**src/design/dq_pkg.sv**
```systemverilog
// Shared types and codes for the double-ended queue core.
// Used by dq_ctrl and double_ended_queue_core; no dependencies.
package dq_pkg;

   localparam int unsigned OCC_BITS = 5;

   typedef enum logic [1:0] {
      OP_PUSH_FRONT = 2'd0,
      OP_PUSH_BACK  = 2'd1,
      OP_POP_FRONT  = 2'd2,
      OP_POP_BACK   = 2'd3
   } op_type;

   typedef enum logic [1:0] {
      ST_DONE     = 2'd0,
      ST_OVERFLOW = 2'd1,
      ST_EMPTY    = 2'd2
   } status_type;

   typedef enum logic {
      FSM_IDLE = 1'b0,
      FSM_READ = 1'b1
   } state_type;

   typedef struct packed {
      logic                  wr_en;
      logic                  rd_en;
      status_type            status;
      logic [OCC_BITS-1:0]   occupancy;
   } ctrl_type;

endpackage

```
**src/design/dq_ram.sv**
```systemverilog
// Generic single-write, single-read synchronous RAM with registered read data.
// No dependencies.
module dq_ram #(
   parameter int unsigned WIDTH = 32,
   parameter int unsigned DEPTH = 16
) (
   input  logic                     clock,
   input  logic                     wr_en,
   input  logic [$clog2(DEPTH)-1:0] wr_addr,
   input  logic [WIDTH-1:0]         wr_data,
   input  logic                     rd_en,
   input  logic [$clog2(DEPTH)-1:0] rd_addr,
   output logic [WIDTH-1:0]         rd_data
);

   logic [WIDTH-1:0] mem_ff [DEPTH];
   logic [WIDTH-1:0] rd_data_ff;

   always_ff @(posedge clock) begin
      if (wr_en) begin
         mem_ff[wr_addr] <= wr_data;
      end
      if (rd_en) begin
         rd_data_ff <= mem_ff[rd_addr];
      end
   end

   assign rd_data = rd_data_ff;

endmodule

```
**src/design/dq_ctrl.sv**
```systemverilog
// Head and count bookkeeping for the circular store: decodes a request,
// picks the RAM slot, and gives status and occupancy. Depends on dq_pkg.
module dq_ctrl #(
   parameter int unsigned DEPTH = 16
) (
   input  logic                     clock,
   input  logic                     reset,
   input  logic                     accept,
   input  logic [1:0]               op,
   output dq_pkg::ctrl_type         ctrl,
   output logic [$clog2(DEPTH)-1:0] wr_addr,
   output logic [$clog2(DEPTH)-1:0] rd_addr
);

   localparam int unsigned AW = $clog2(DEPTH);
   localparam int unsigned CW = $clog2(DEPTH + 1);
   localparam int unsigned SW = CW + 1;

   logic [AW-1:0] head_ff, head_in;
   logic [CW-1:0] count_ff, count_in;

   logic          full, empty;
   logic [SW-1:0] back_sum, last_sum;
   logic [AW-1:0] back_slot, last_slot, head_dec, head_inc;
   dq_pkg::op_type op_dec;

   assign op_dec = dq_pkg::op_type'(op);
   assign full   = (count_ff == CW'(DEPTH));
   assign empty  = (count_ff == '0);

   // wrap sums that stay below twice the depth
   assign back_sum  = SW'(head_ff) + SW'(count_ff);
   assign last_sum  = back_sum - SW'(1);
   assign back_slot = (back_sum >= SW'(DEPTH)) ? AW'(back_sum - SW'(DEPTH)) : AW'(back_sum);
   assign last_slot = (last_sum >= SW'(DEPTH)) ? AW'(last_sum - SW'(DEPTH)) : AW'(last_sum);
   assign head_dec  = (head_ff == '0) ? AW'(DEPTH - 1) : head_ff - AW'(1);
   assign head_inc  = (head_ff == AW'(DEPTH - 1)) ? '0 : head_ff + AW'(1);

   always_comb begin
      ctrl.wr_en  = 1'b0;
      ctrl.rd_en  = 1'b0;
      ctrl.status = dq_pkg::ST_DONE;
      head_in     = head_ff;
      count_in    = count_ff;
      wr_addr     = back_slot;
      rd_addr     = last_slot;
      unique case (op_dec)
         dq_pkg::OP_PUSH_FRONT: begin
            wr_addr = head_dec;
            if (full) begin
               ctrl.status = dq_pkg::ST_OVERFLOW;
            end else begin
               ctrl.wr_en = 1'b1;
               head_in    = head_dec;
               count_in   = count_ff + CW'(1);
            end
         end
         dq_pkg::OP_PUSH_BACK: begin
            if (full) begin
               ctrl.status = dq_pkg::ST_OVERFLOW;
            end else begin
               ctrl.wr_en = 1'b1;
               count_in   = count_ff + CW'(1);
            end
         end
         dq_pkg::OP_POP_FRONT: begin
            rd_addr = head_ff;
            if (empty) begin
               ctrl.status = dq_pkg::ST_EMPTY;
            end else begin
               ctrl.rd_en = 1'b1;
               head_in    = head_inc;
               count_in   = count_ff - CW'(1);
            end
         end
         dq_pkg::OP_POP_BACK: begin
            if (empty) begin
               ctrl.status = dq_pkg::ST_EMPTY;
            end else begin
               ctrl.rd_en = 1'b1;
               count_in   = count_ff - CW'(1);
            end
         end
         default: begin
            ctrl.status = dq_pkg::ST_DONE;
         end
      endcase
      ctrl.occupancy = dq_pkg::OCC_BITS'(count_in);
   end

   always_ff @(posedge clock) begin
      if (reset) begin
         head_ff  <= '0;
         count_ff <= '0;
      end else if (accept) begin
         head_ff  <= head_in;
         count_ff <= count_in;
      end
   end

endmodule

```
**src/design/double_ended_queue_core.sv**
```systemverilog
// Double-ended queue core: circular store in one RAM, head and count in flops.
// Push or refused request: result registered in the cycle after acceptance;
// successful pop: RAM read register, then output register. Throughput: 1
// transaction per cycle for pushes and refused requests while results are
// taken; a pop holds off requests until its data is registered. Reset empties
// the queue; store contents stay undefined. Depends on dq_pkg, dq_ctrl, dq_ram.
module double_ended_queue_core #(
   parameter int unsigned DEPTH     = 16,
   parameter int unsigned WORD_BITS = 32
) (
   input  logic               clock,
   input  logic               reset,
   input  logic               req_valid,
   output logic               req_ready,
   input  logic [1:0]         req_op,
   input  logic signed [31:0] req_push_value,
   output logic               rsp_valid,
   input  logic               rsp_ready,
   output logic signed [31:0] rsp_pop_value,
   output logic [1:0]         rsp_status,
   output logic [4:0]         rsp_occupancy
);

   localparam int unsigned AW = $clog2(DEPTH);

   dq_pkg::state_type state_ff, state_in;
   dq_pkg::ctrl_type  ctrl;

   logic                 req_fire, rsp_fire;
   logic                 load_now, load_read;
   logic [AW-1:0]        wr_addr, rd_addr;
   logic [WORD_BITS-1:0] wr_word, rd_word;
   logic [31:0]          rd_value;

   logic                 rsp_valid_ff, rsp_valid_in;
   logic signed [31:0]   pop_value_ff, pop_value_in;
   dq_pkg::status_type   status_ff, status_in;
   logic [4:0]           occupancy_ff, occupancy_in;

   assign req_fire = req_valid && req_ready;
   assign rsp_fire = rsp_valid_ff && rsp_ready;

   dq_ctrl #(.DEPTH(DEPTH)) u_ctrl (
      .clock   (clock),
      .reset   (reset),
      .accept  (req_fire),
      .op      (req_op),
      .ctrl    (ctrl),
      .wr_addr (wr_addr),
      .rd_addr (rd_addr)
   );

   generate
      if (WORD_BITS <= 32) begin : g_narrow
         assign wr_word  = req_push_value[WORD_BITS-1:0];
         if (WORD_BITS < 32) begin : g_ext
            assign rd_value = {{(32 - WORD_BITS){rd_word[WORD_BITS-1]}}, rd_word};
         end else begin : g_same
            assign rd_value = rd_word;
         end
      end else begin : g_wide
         assign wr_word  = {{(WORD_BITS - 32){req_push_value[31]}}, req_push_value};
         assign rd_value = rd_word[31:0];
      end
   endgenerate

   dq_ram #(.WIDTH(WORD_BITS), .DEPTH(DEPTH)) u_store (
      .clock   (clock),
      .wr_en   (req_fire && ctrl.wr_en),
      .wr_addr (wr_addr),
      .wr_data (wr_word),
      .rd_en   (req_fire && ctrl.rd_en),
      .rd_addr (rd_addr),
      .rd_data (rd_word)
   );

   // next state
   always_comb begin
      state_in = state_ff;
      unique case (state_ff)
         dq_pkg::FSM_IDLE: begin
            if (req_fire && ctrl.rd_en) begin
               state_in = dq_pkg::FSM_READ;
            end
         end
         dq_pkg::FSM_READ: begin
            state_in = dq_pkg::FSM_IDLE;
         end
         default: begin
            state_in = dq_pkg::FSM_IDLE;
         end
      endcase
   end

   // outputs
   always_comb begin
      req_ready = (state_ff == dq_pkg::FSM_IDLE) && (!rsp_valid_ff || rsp_ready);
      load_now  = req_fire && !ctrl.rd_en;
      load_read = (state_ff == dq_pkg::FSM_READ);
   end

   always_comb begin
      rsp_valid_in = rsp_valid_ff;
      pop_value_in = pop_value_ff;
      status_in    = status_ff;
      occupancy_in = occupancy_ff;
      if (req_fire) begin
         status_in    = ctrl.status;
         occupancy_in = ctrl.occupancy;
         pop_value_in = '0;
      end
      priority if (load_now || load_read) begin
         rsp_valid_in = 1'b1;
      end else if (rsp_fire) begin
         rsp_valid_in = 1'b0;
      end else begin
         rsp_valid_in = rsp_valid_ff;
      end
      if (load_read) begin
         pop_value_in = rd_value;
      end
   end

   always_ff @(posedge clock) begin
      if (reset) begin
         state_ff     <= dq_pkg::FSM_IDLE;
         rsp_valid_ff <= 1'b0;
      end else begin
         state_ff     <= state_in;
         rsp_valid_ff <= rsp_valid_in;
      end
   end

   always_ff @(posedge clock) begin
      pop_value_ff <= pop_value_in;
      status_ff    <= status_in;
      occupancy_ff <= occupancy_in;
   end

   assign rsp_valid     = rsp_valid_ff;
   assign rsp_pop_value = pop_value_ff;
   assign rsp_status    = status_ff;
   assign rsp_occupancy = occupancy_ff;

   // the output register is free while a pop waits on the RAM
   a_read_slot_free: assert property (@(posedge clock) disable iff (reset)
      (state_ff == dq_pkg::FSM_READ) |-> !rsp_valid_ff)
      else $error("result pending while pop read in flight");

   a_read_delivers: assert property (@(posedge clock) disable iff (reset)
      (state_ff == dq_pkg::FSM_READ) |=> (rsp_valid_ff && status_ff == dq_pkg::ST_DONE))
      else $error("pop read did not produce a result");

   a_fail_zero: assert property (@(posedge clock) disable iff (reset)
      (rsp_valid_ff && status_ff != dq_pkg::ST_DONE) |-> (pop_value_ff == '0))
      else $error("refused transaction carries a nonzero value");

endmodule

```
**config.mk**
```make
export PLATFORM = sky130hd
export DESIGN_NAME = double_ended_queue_core
export DESIGN_NICKNAME = d
export VERILOG_FILES = /design/src/design/dq_pkg.sv /design/src/design/dq_ram.sv /design/src/design/dq_ctrl.sv /design/src/design/double_ended_queue_core.sv
export SDC_FILE = /design/constraint.sdc
export NUM_CORES = 1
export LEC_CHECK = 0
export BUFFER_PORTS_ARGS = -buffer_cell sky130_fd_sc_hd__buf_2
export CAP_MARGIN = 20
export CORE_UTILIZATION = 41
export CTS_CLUSTER_SIZE = 16
export DETAILED_ROUTE_END_ITERATION = 8
export PLACE_DENSITY_LB_ADDON = 0.15
export SLEW_MARGIN = 20
export SYNTH_ARGS = -nofsm -noshare
export SYNTH_HDL_FRONTEND = slang
export SYNTH_SLANG_ARGS = --single-unit
```
**constraint.sdc**
```tcl
create_clock -name clock -period 6.3 [get_ports clock]
set_input_delay 0.315 -clock clock [delete_from_list [all_inputs] [get_ports clock]]
set_output_delay 0.315 -clock clock [all_outputs]
set_load 0.01 [all_outputs]
```
=== After elaboration in Yosys (flattened, before gate mapping) ===
Memory sizes are Yosys's and may differ from the RTL's. A register that Yosys moved wholly into a read port is not among the register bits.
Cells that the tools add are included.

* Register bits after elaboration: 50
* Bits in latches: 0
* RAM bits: 512
* Memory bits (read-only): 0
* Input bits: 38
* Output and inout bits: 41
* Word-level logic and storage cells: 72
* Memories kept: 1

{| class="wikitable"
|+ Memory list
! name !! depth !! bits a word !! rd ports !! clocked after Yosys merged registers in !! wr ports !! RTL line !! RTL
|-
| u_store.mem_ff || 16 || 32 || 1 || 1 || 1 || dq_ram.sv:16 || <nowiki>logic [WIDTH-1:0] mem_ff [DEPTH];</nowiki>
|}

* Add/subtract/negate cells: 8
* $mul: 0
* Div/mod/pow operators: 0
* Magnitude comparators: 2
* Equal/unequal tests: 7
* Shift-type cells: 0
* Multiplexer cells: 27
* Bitwise logic cells: 1
* Reductions and logical operators: 19

{| class="wikitable"
|+ Operators with widths
! kind !! count
|-
| $mux 32 || 2
|-
| $mux 4 || 8
|-
| $ge 6x5->1 const B || 2
|-
| $sub 4x1->4 const B || 3
|-
| $mux 1 || 10
|-
| $mux 5 || 2
|-
| $pmux 5 s2 || 1
|-
| $pmux 4 s2 || 1
|-
| $add 4x5->6 || 1
|-
| $logic_and 1x1->1 || 6
|-
| $reduce_bool 2->1 || 3
|-
| $sub 6x1->6 const B || 1
|-
| $add 5x1->5 const B || 1
|-
| $eq 5x5->1 const B || 1
|-
| $logic_not 5->1 || 1
|-
| $sub 5x1->5 const B || 1
|-
| $add 4x1->4 const B || 1
|-
| $eq 2x2->1 const B || 2
|-
| $eq 4x4->1 const B || 1
|-
| $logic_not 4->1 || 1
|-
| $ne 2x2->1 const B || 2
|-
| $pmux 2 s2 || 1
|-
| $reduce_and 4->1 || 1
|-
| $reduce_or 2->1 || 2
|-
| 7 further kinds || 9
|}

=== Logic depth before layout (Yosys ltp) ===
* Depth in word-level cells: 7
* Mapped depth: 9

=== By module ===
A second synthesis with hierarchy kept.

* Cell total of the unflattened synthesis: 1067
* Area total of the unflattened synthesis: 22736.8 µm²

{| class="wikitable"
|+ By module, submodules not included
! module !! times used !! cells each !! area an instance (µm²)
|-
| dq_ram || 1 || 838 || 20155.6
|-
| double_ended_queue_core || 1 || 88 || 1529.0
|-
| dq_ctrl || 1 || 141 || 1052.3
|}

=== Worst setup path after synthesis ===
Ideal clock, no wire load.

* Path type: register to register
* Start point: reg u_ctrl.head_ff[1]
* End point: mem u_store.mem_ff[0][0], enable pin
* Library setup time: 461 ps
* Data arrival time: 4008 ps
* Data required time: 5839 ps
* Path slack: 1831 ps
* Stages on the path, launching flop included: 8
* Path buffers: 0
* Clock period less this slack: 4469 ps
* Cells stage by stage: dfxtp_1 ha_1 a21o_1 a21oi_1 xnor2_1 xor2_1 mux2_1 nor3_1

* Cells in the longest elaborated chain, start to end: 4
* Elaborated cells between the ends (all ways): 8
* Those cells by class: add/sub: 3; order compare: 1; mux: 3; reduce/logical: 1

{| class="wikitable"
|+ RTL lines
! what !! RTL line !! RTL
|-
| from (decl) || dq_ctrl.sv:19 || <nowiki>logic [AW-1:0] head_ff, head_in;</nowiki>
|-
| from (signal assigned) || dq_ctrl.sv:96 || <nowiki>head_ff <= head_in;</nowiki>
|-
| $add 4x5->6 || dq_ctrl.sv:32 || <nowiki>assign back_sum = SW'(head_ff) + SW'(count_ff);</nowiki>
|-
| $ge 6x5->1 / $sub 4x1->4 (equally long branches) || dq_ctrl.sv:34 || <nowiki>assign back_slot = (back_sum >= SW'(DEPTH)) ? AW'(back_sum - SW'(DEPTH)) : AW'(back_sum);</nowiki>
|-
| $mux 4 || dq_ctrl.sv:34 ||
|-
| $mux 4 * || dq_ctrl.sv:47 || <nowiki>unique case (op_dec)</nowiki>
|-
| to (decl) || dq_ram.sv:16 ||
|}

Every way passes the cells marked *; elsewhere a longest branch is shown, timed or not.

=== Final worst setup path ===
* Start point: reg u_ctrl.count_ff[0]
* End point: reg u_store.rd_data_ff[6], in the netlist u_store.rd_data[6], read port of u_store.mem_ff (data pin)

* Cells in the longest elaborated chain, start to end: 5
* Elaborated cells between the ends (all ways): 10
* Those cells by class: add/sub: 3; order compare: 1; mux: 4; reduce/logical: 2

{| class="wikitable"
|+ RTL lines
! what !! RTL line !! RTL
|-
| from (decl) || dq_ctrl.sv:20 || <nowiki>logic [CW-1:0] count_ff, count_in;</nowiki>
|-
| from (signal assigned) || dq_ctrl.sv:97 || <nowiki>count_ff <= count_in;</nowiki>
|-
| $add 4x5->6 || dq_ctrl.sv:32 ||
|-
| $sub 6x1->6 || dq_ctrl.sv:33 || <nowiki>assign last_sum = back_sum - SW'(1);</nowiki>
|-
| $ge 6x5->1 / $sub 4x1->4 (equally long branches) || dq_ctrl.sv:35 || <nowiki>assign last_slot = (last_sum >= SW'(DEPTH)) ? AW'(last_sum - SW'(DEPTH)) : AW'(last_sum);</nowiki>
|-
| $mux 4 || dq_ctrl.sv:35 ||
|-
| $mux 4 || dq_ctrl.sv:47 ||
|-
| to (decl) || dq_ram.sv:17 || <nowiki>logic [WIDTH-1:0] rd_data_ff;</nowiki>
|}

Parallel ways exist; a longest one is shown, timed or not.
A chain may end at the register's enable or synchronous reset.

==> qor.yml <==
run_status:
  status: "completed"
critical_path:
  timing.rr.start: "u_ctrl.count_ff[0]"
  slowest_delay_ps: 560
  reg2reg_setup_slack_ps: 2410
  r2r-end: "u_store.rd_data[6]"
  start_kind: "flop"
  crit_path_top_delay_cell: "fa_1"
  worstSetupEndpointType: "flop"
  critPathMaxFanout: 21
  setup.worst_path.class: "flop to flop"
  crit_chain: "ha_1 -> fa_1 -> inv_1 -> ha_1 -> a21oi_4 -> buf_16 -> buf_4 -> mux4_2 -> mux4_2"
  arrival_ps: 4250
  ff2ff_path_depth: 9
  required_ps: 6660
logic_synthesis:
  syn-num-nets: 1043
  synth_cell_types: 43
  synthAdderAreaFrac: 0.005277
  synth.area.top_cells: "edfxtp_1 77%, mux4_2 16%, dfxtp_1 0.97%"
  syn_area_um2: 22760
  yosysTopAreaCell: "edfxtp_1"
  synth_top_family_by_area: "multiplexers"
  synth_top_area_share: 0.7691
  ys_seq_area_frac: 0.7788
  synth_edf_count: 583
  synth_flop_cell: "edfxtp_1"
  yosys_warnings: 0
  synth_compound_area_frac: 0.01198
  synthSimpleGateAreaFrac: 0.02600
  synth_xor_area_frac: 0.003078
  async_flop_share: 0
  synth-seq-cells: 594
  syn_inst: 996
  syn-mean-instance-area_um2: 22.85
  synth.area.mux_share: 0.1619
layout:
  drive_gt1_frac: 0.3231
  areaGrowthSynthToFinish_pct: 14.70
  fill_cells: 4416
  nets: 1175
  instances_no_fill: 1910
global_route:
  grt_overflow: 0
  grt_pass1_vias: 10580
  grt_pass1_wl_um: 72910
  antenna_found_initial: 3
  track_usage: 0.1808
  grt_max_degree: 95
clock_tree:
  worstSkewPairLatency_ps: 610
  root_buffer: "clkbuf_16"
  cts_buffers: 61
  clockBufferDepth: 3
  hold_buffers: 2
  path_clk_slew_ps: 60
  cts_max_level: 2
  post_cts_resized: 0
  post-cts-setup-buffers: 0
  cts.sinks: 594
  cts_tree: "built"
min_path:
  hold_start: "reset"
  hold_class: "input port to flop"
  min_delay_worst_endpoint: "u_ctrl.head_ff[3]"
  min_path_cells: 2
sta:
  whs_ps: 38.25
  fin_crit_sh: 0.6182
  period_minus_slack_ps: 3895
  finalSetupViolCount: 0
  drv_slew: 0
  fin_skew_ps: 10.86
  layout_setup_ws_ps: 2405
  relSlewSlack: 0.3277
  fmax_mhz: 256.8
  setup_tns_ps: 0
  max_slew.worst_pin.slew_ps: 980.4
  grt_setup_unrepaired: "false"
  hold_viol: 0
floorplan:
  initial_utilization: 0.4189
  dieArea_um2: 56470
  ios: 79
  coreArea_um2: 54350
  dieWidth_um: 237.6
  dieHeight_um: 237.6
  num_rows: 85
routing:
  vias: 10320
  drc: 0
  dr.pass1.iters: 5
  drtAntennaViolNets: 0
  drt_wl_total_um: 49620
  first_iter_violations: 855
  via_per_inst: 5.403
  wl_per_cell_um: 25.98
placed_design:
  place.gp.congestion: 0.7302
  io_buffers: 78
  dp.cells: 1802
  pre_cts_slack_ps: 2452
  hpwl_um: 24740
pwr:
  power_density_nw_per_um2: 351.2
  p_total_mw: 9.170
  ir_drop_mv: 0.2128
  p_leak_nw: 8.347
job:
  drv_cap: 0
==> registers in the layout (all words and copies together) (netlist names) <==
register,count
load_read,1
u_store.rd_data,32
rsp_occupancy,5
rsp_pop_value,32
rsp_valid,1
u_ctrl.count_ff,5
rsp_status,2
u_store.mem_ff,512
u_ctrl.head_ff,4
==> worst max-delay path, delay by kind of cell, from the launching register on <==
kind	cells	cell delay, ps
compound gates	1	530
flops	1	430
mux	2	830
fa+ha+maj	3	1160
buf+inv	3	650
==> cells in the mapped netlist, drive strengths merged (5+ instances only) <==
master	number
edfxtp	583
mux4	160
and2	32
buf	24
nand2	24
clkbuf	23
nor3	22
a21oi	16
o21ai	14
inv	12
nor2	12
dfxtp	11
ha	8
mux2i	6
nand2b	5
nand3	5
xnor2	5
==> worst max path at each step <==
stage / from / end / slack, ps
3_5_place_dp: u_ctrl.count_ff[0] / u_store.rd_data[13] / 2450
6_report: u_ctrl.count_ff[0] / u_store.rd_data[6] / 2410
2_1_floorplan: u_ctrl.head_ff[1] / u_store.mem_ff[0][0] / 1830
5_1_grt: u_ctrl.count_ff[0] / u_store.rd_data[13] / 2260
3_3_place_gp: u_ctrl.count_ff[0] / u_store.rd_data[12] / 2130
4_1_cts: u_ctrl.count_ff[0] / u_store.rd_data[13] / 2410
==> cells by family after synthesis <==
group	Yosys count
multiplexers	168
flip-flops	594
XOR/XNOR	8
AO/OA/AOI/OAI	46
buffers and inverters	59
AND/OR/NAND/NOR	112
adder cells (fa/ha/maj)	9
==> power breakdown <==
group          internal, mW  total [mW]  switching [mW]  leakage [nW]
registers              4.51        4.54          0.0379          5.39
clock network          1.84        3.28            1.44         0.879
logic                 0.657        1.35           0.689          2.08
total                  7.01        9.17            2.16          8.35
==> stage by stage <==
| step | instance area (um2) | util |
|---|---|---|
| final | 26110 | 0.4804 |
| after global routing | 26110 | 0.4804 |
| after CTS | 26110 | 0.4804 |
| after detailed placement | 24300 | 0.4471 |
| after global placement | 24270 | 0.4466 |
| after floorplan | 22760 | - |
==> routing by layer <==
metal	up-vias	wire [um]	global-route usage
met5	-	40	0
met4	6	1002	0.05083
met3	73	2260	0.02706
met2	251	24270	0.2929
met1	5539	22050	0.2562
li1	4451	-	-
==> placed cells by master (no fill, tap or decap), types with 3 or more instances in the layout <==
cell type,synthesis,layout
clkbuf_16,0,63
nor3_2,0,16
xnor2_1,5,4
a21oi_1,16,15
buf_4,8,31
dfxtp_1,11,11
buf_2,11,78
nand2_1,24,23
and2_1,32,32
o31ai_1,3,3
nand3_1,5,5
inv_1,12,12
a21o_1,3,3
edfxtp_1,583,583
mux2i_1,6,6
nor3_1,22,6
nor2_1,12,11
mux4_2,160,160
clkinv_2,0,11
nand2b_1,4,4
buf_12,0,4
clkbuf_1,23,12
xor2_1,3,3
o21ai_0,11,11
clkinv_1,0,14
ha_1,8,8
o22ai_1,3,3
==> area by class of cell <==
class                           instances  area, um2  area share
Inverter                               12      45.04    0.001725
Timing Repair Buffer                  116      750.7     0.02875
Antenna cell                            1      2.502  0.00009584
Multi-Input combinational cell        343       4868      0.1865
Sequential cell                       594      17730      0.6789
Tap cell                              739      924.6     0.03541
Clock inverter                         30      170.2    0.006517
Clock buffer                           75       1622     0.06210
(Power assumes the default switching activity.)
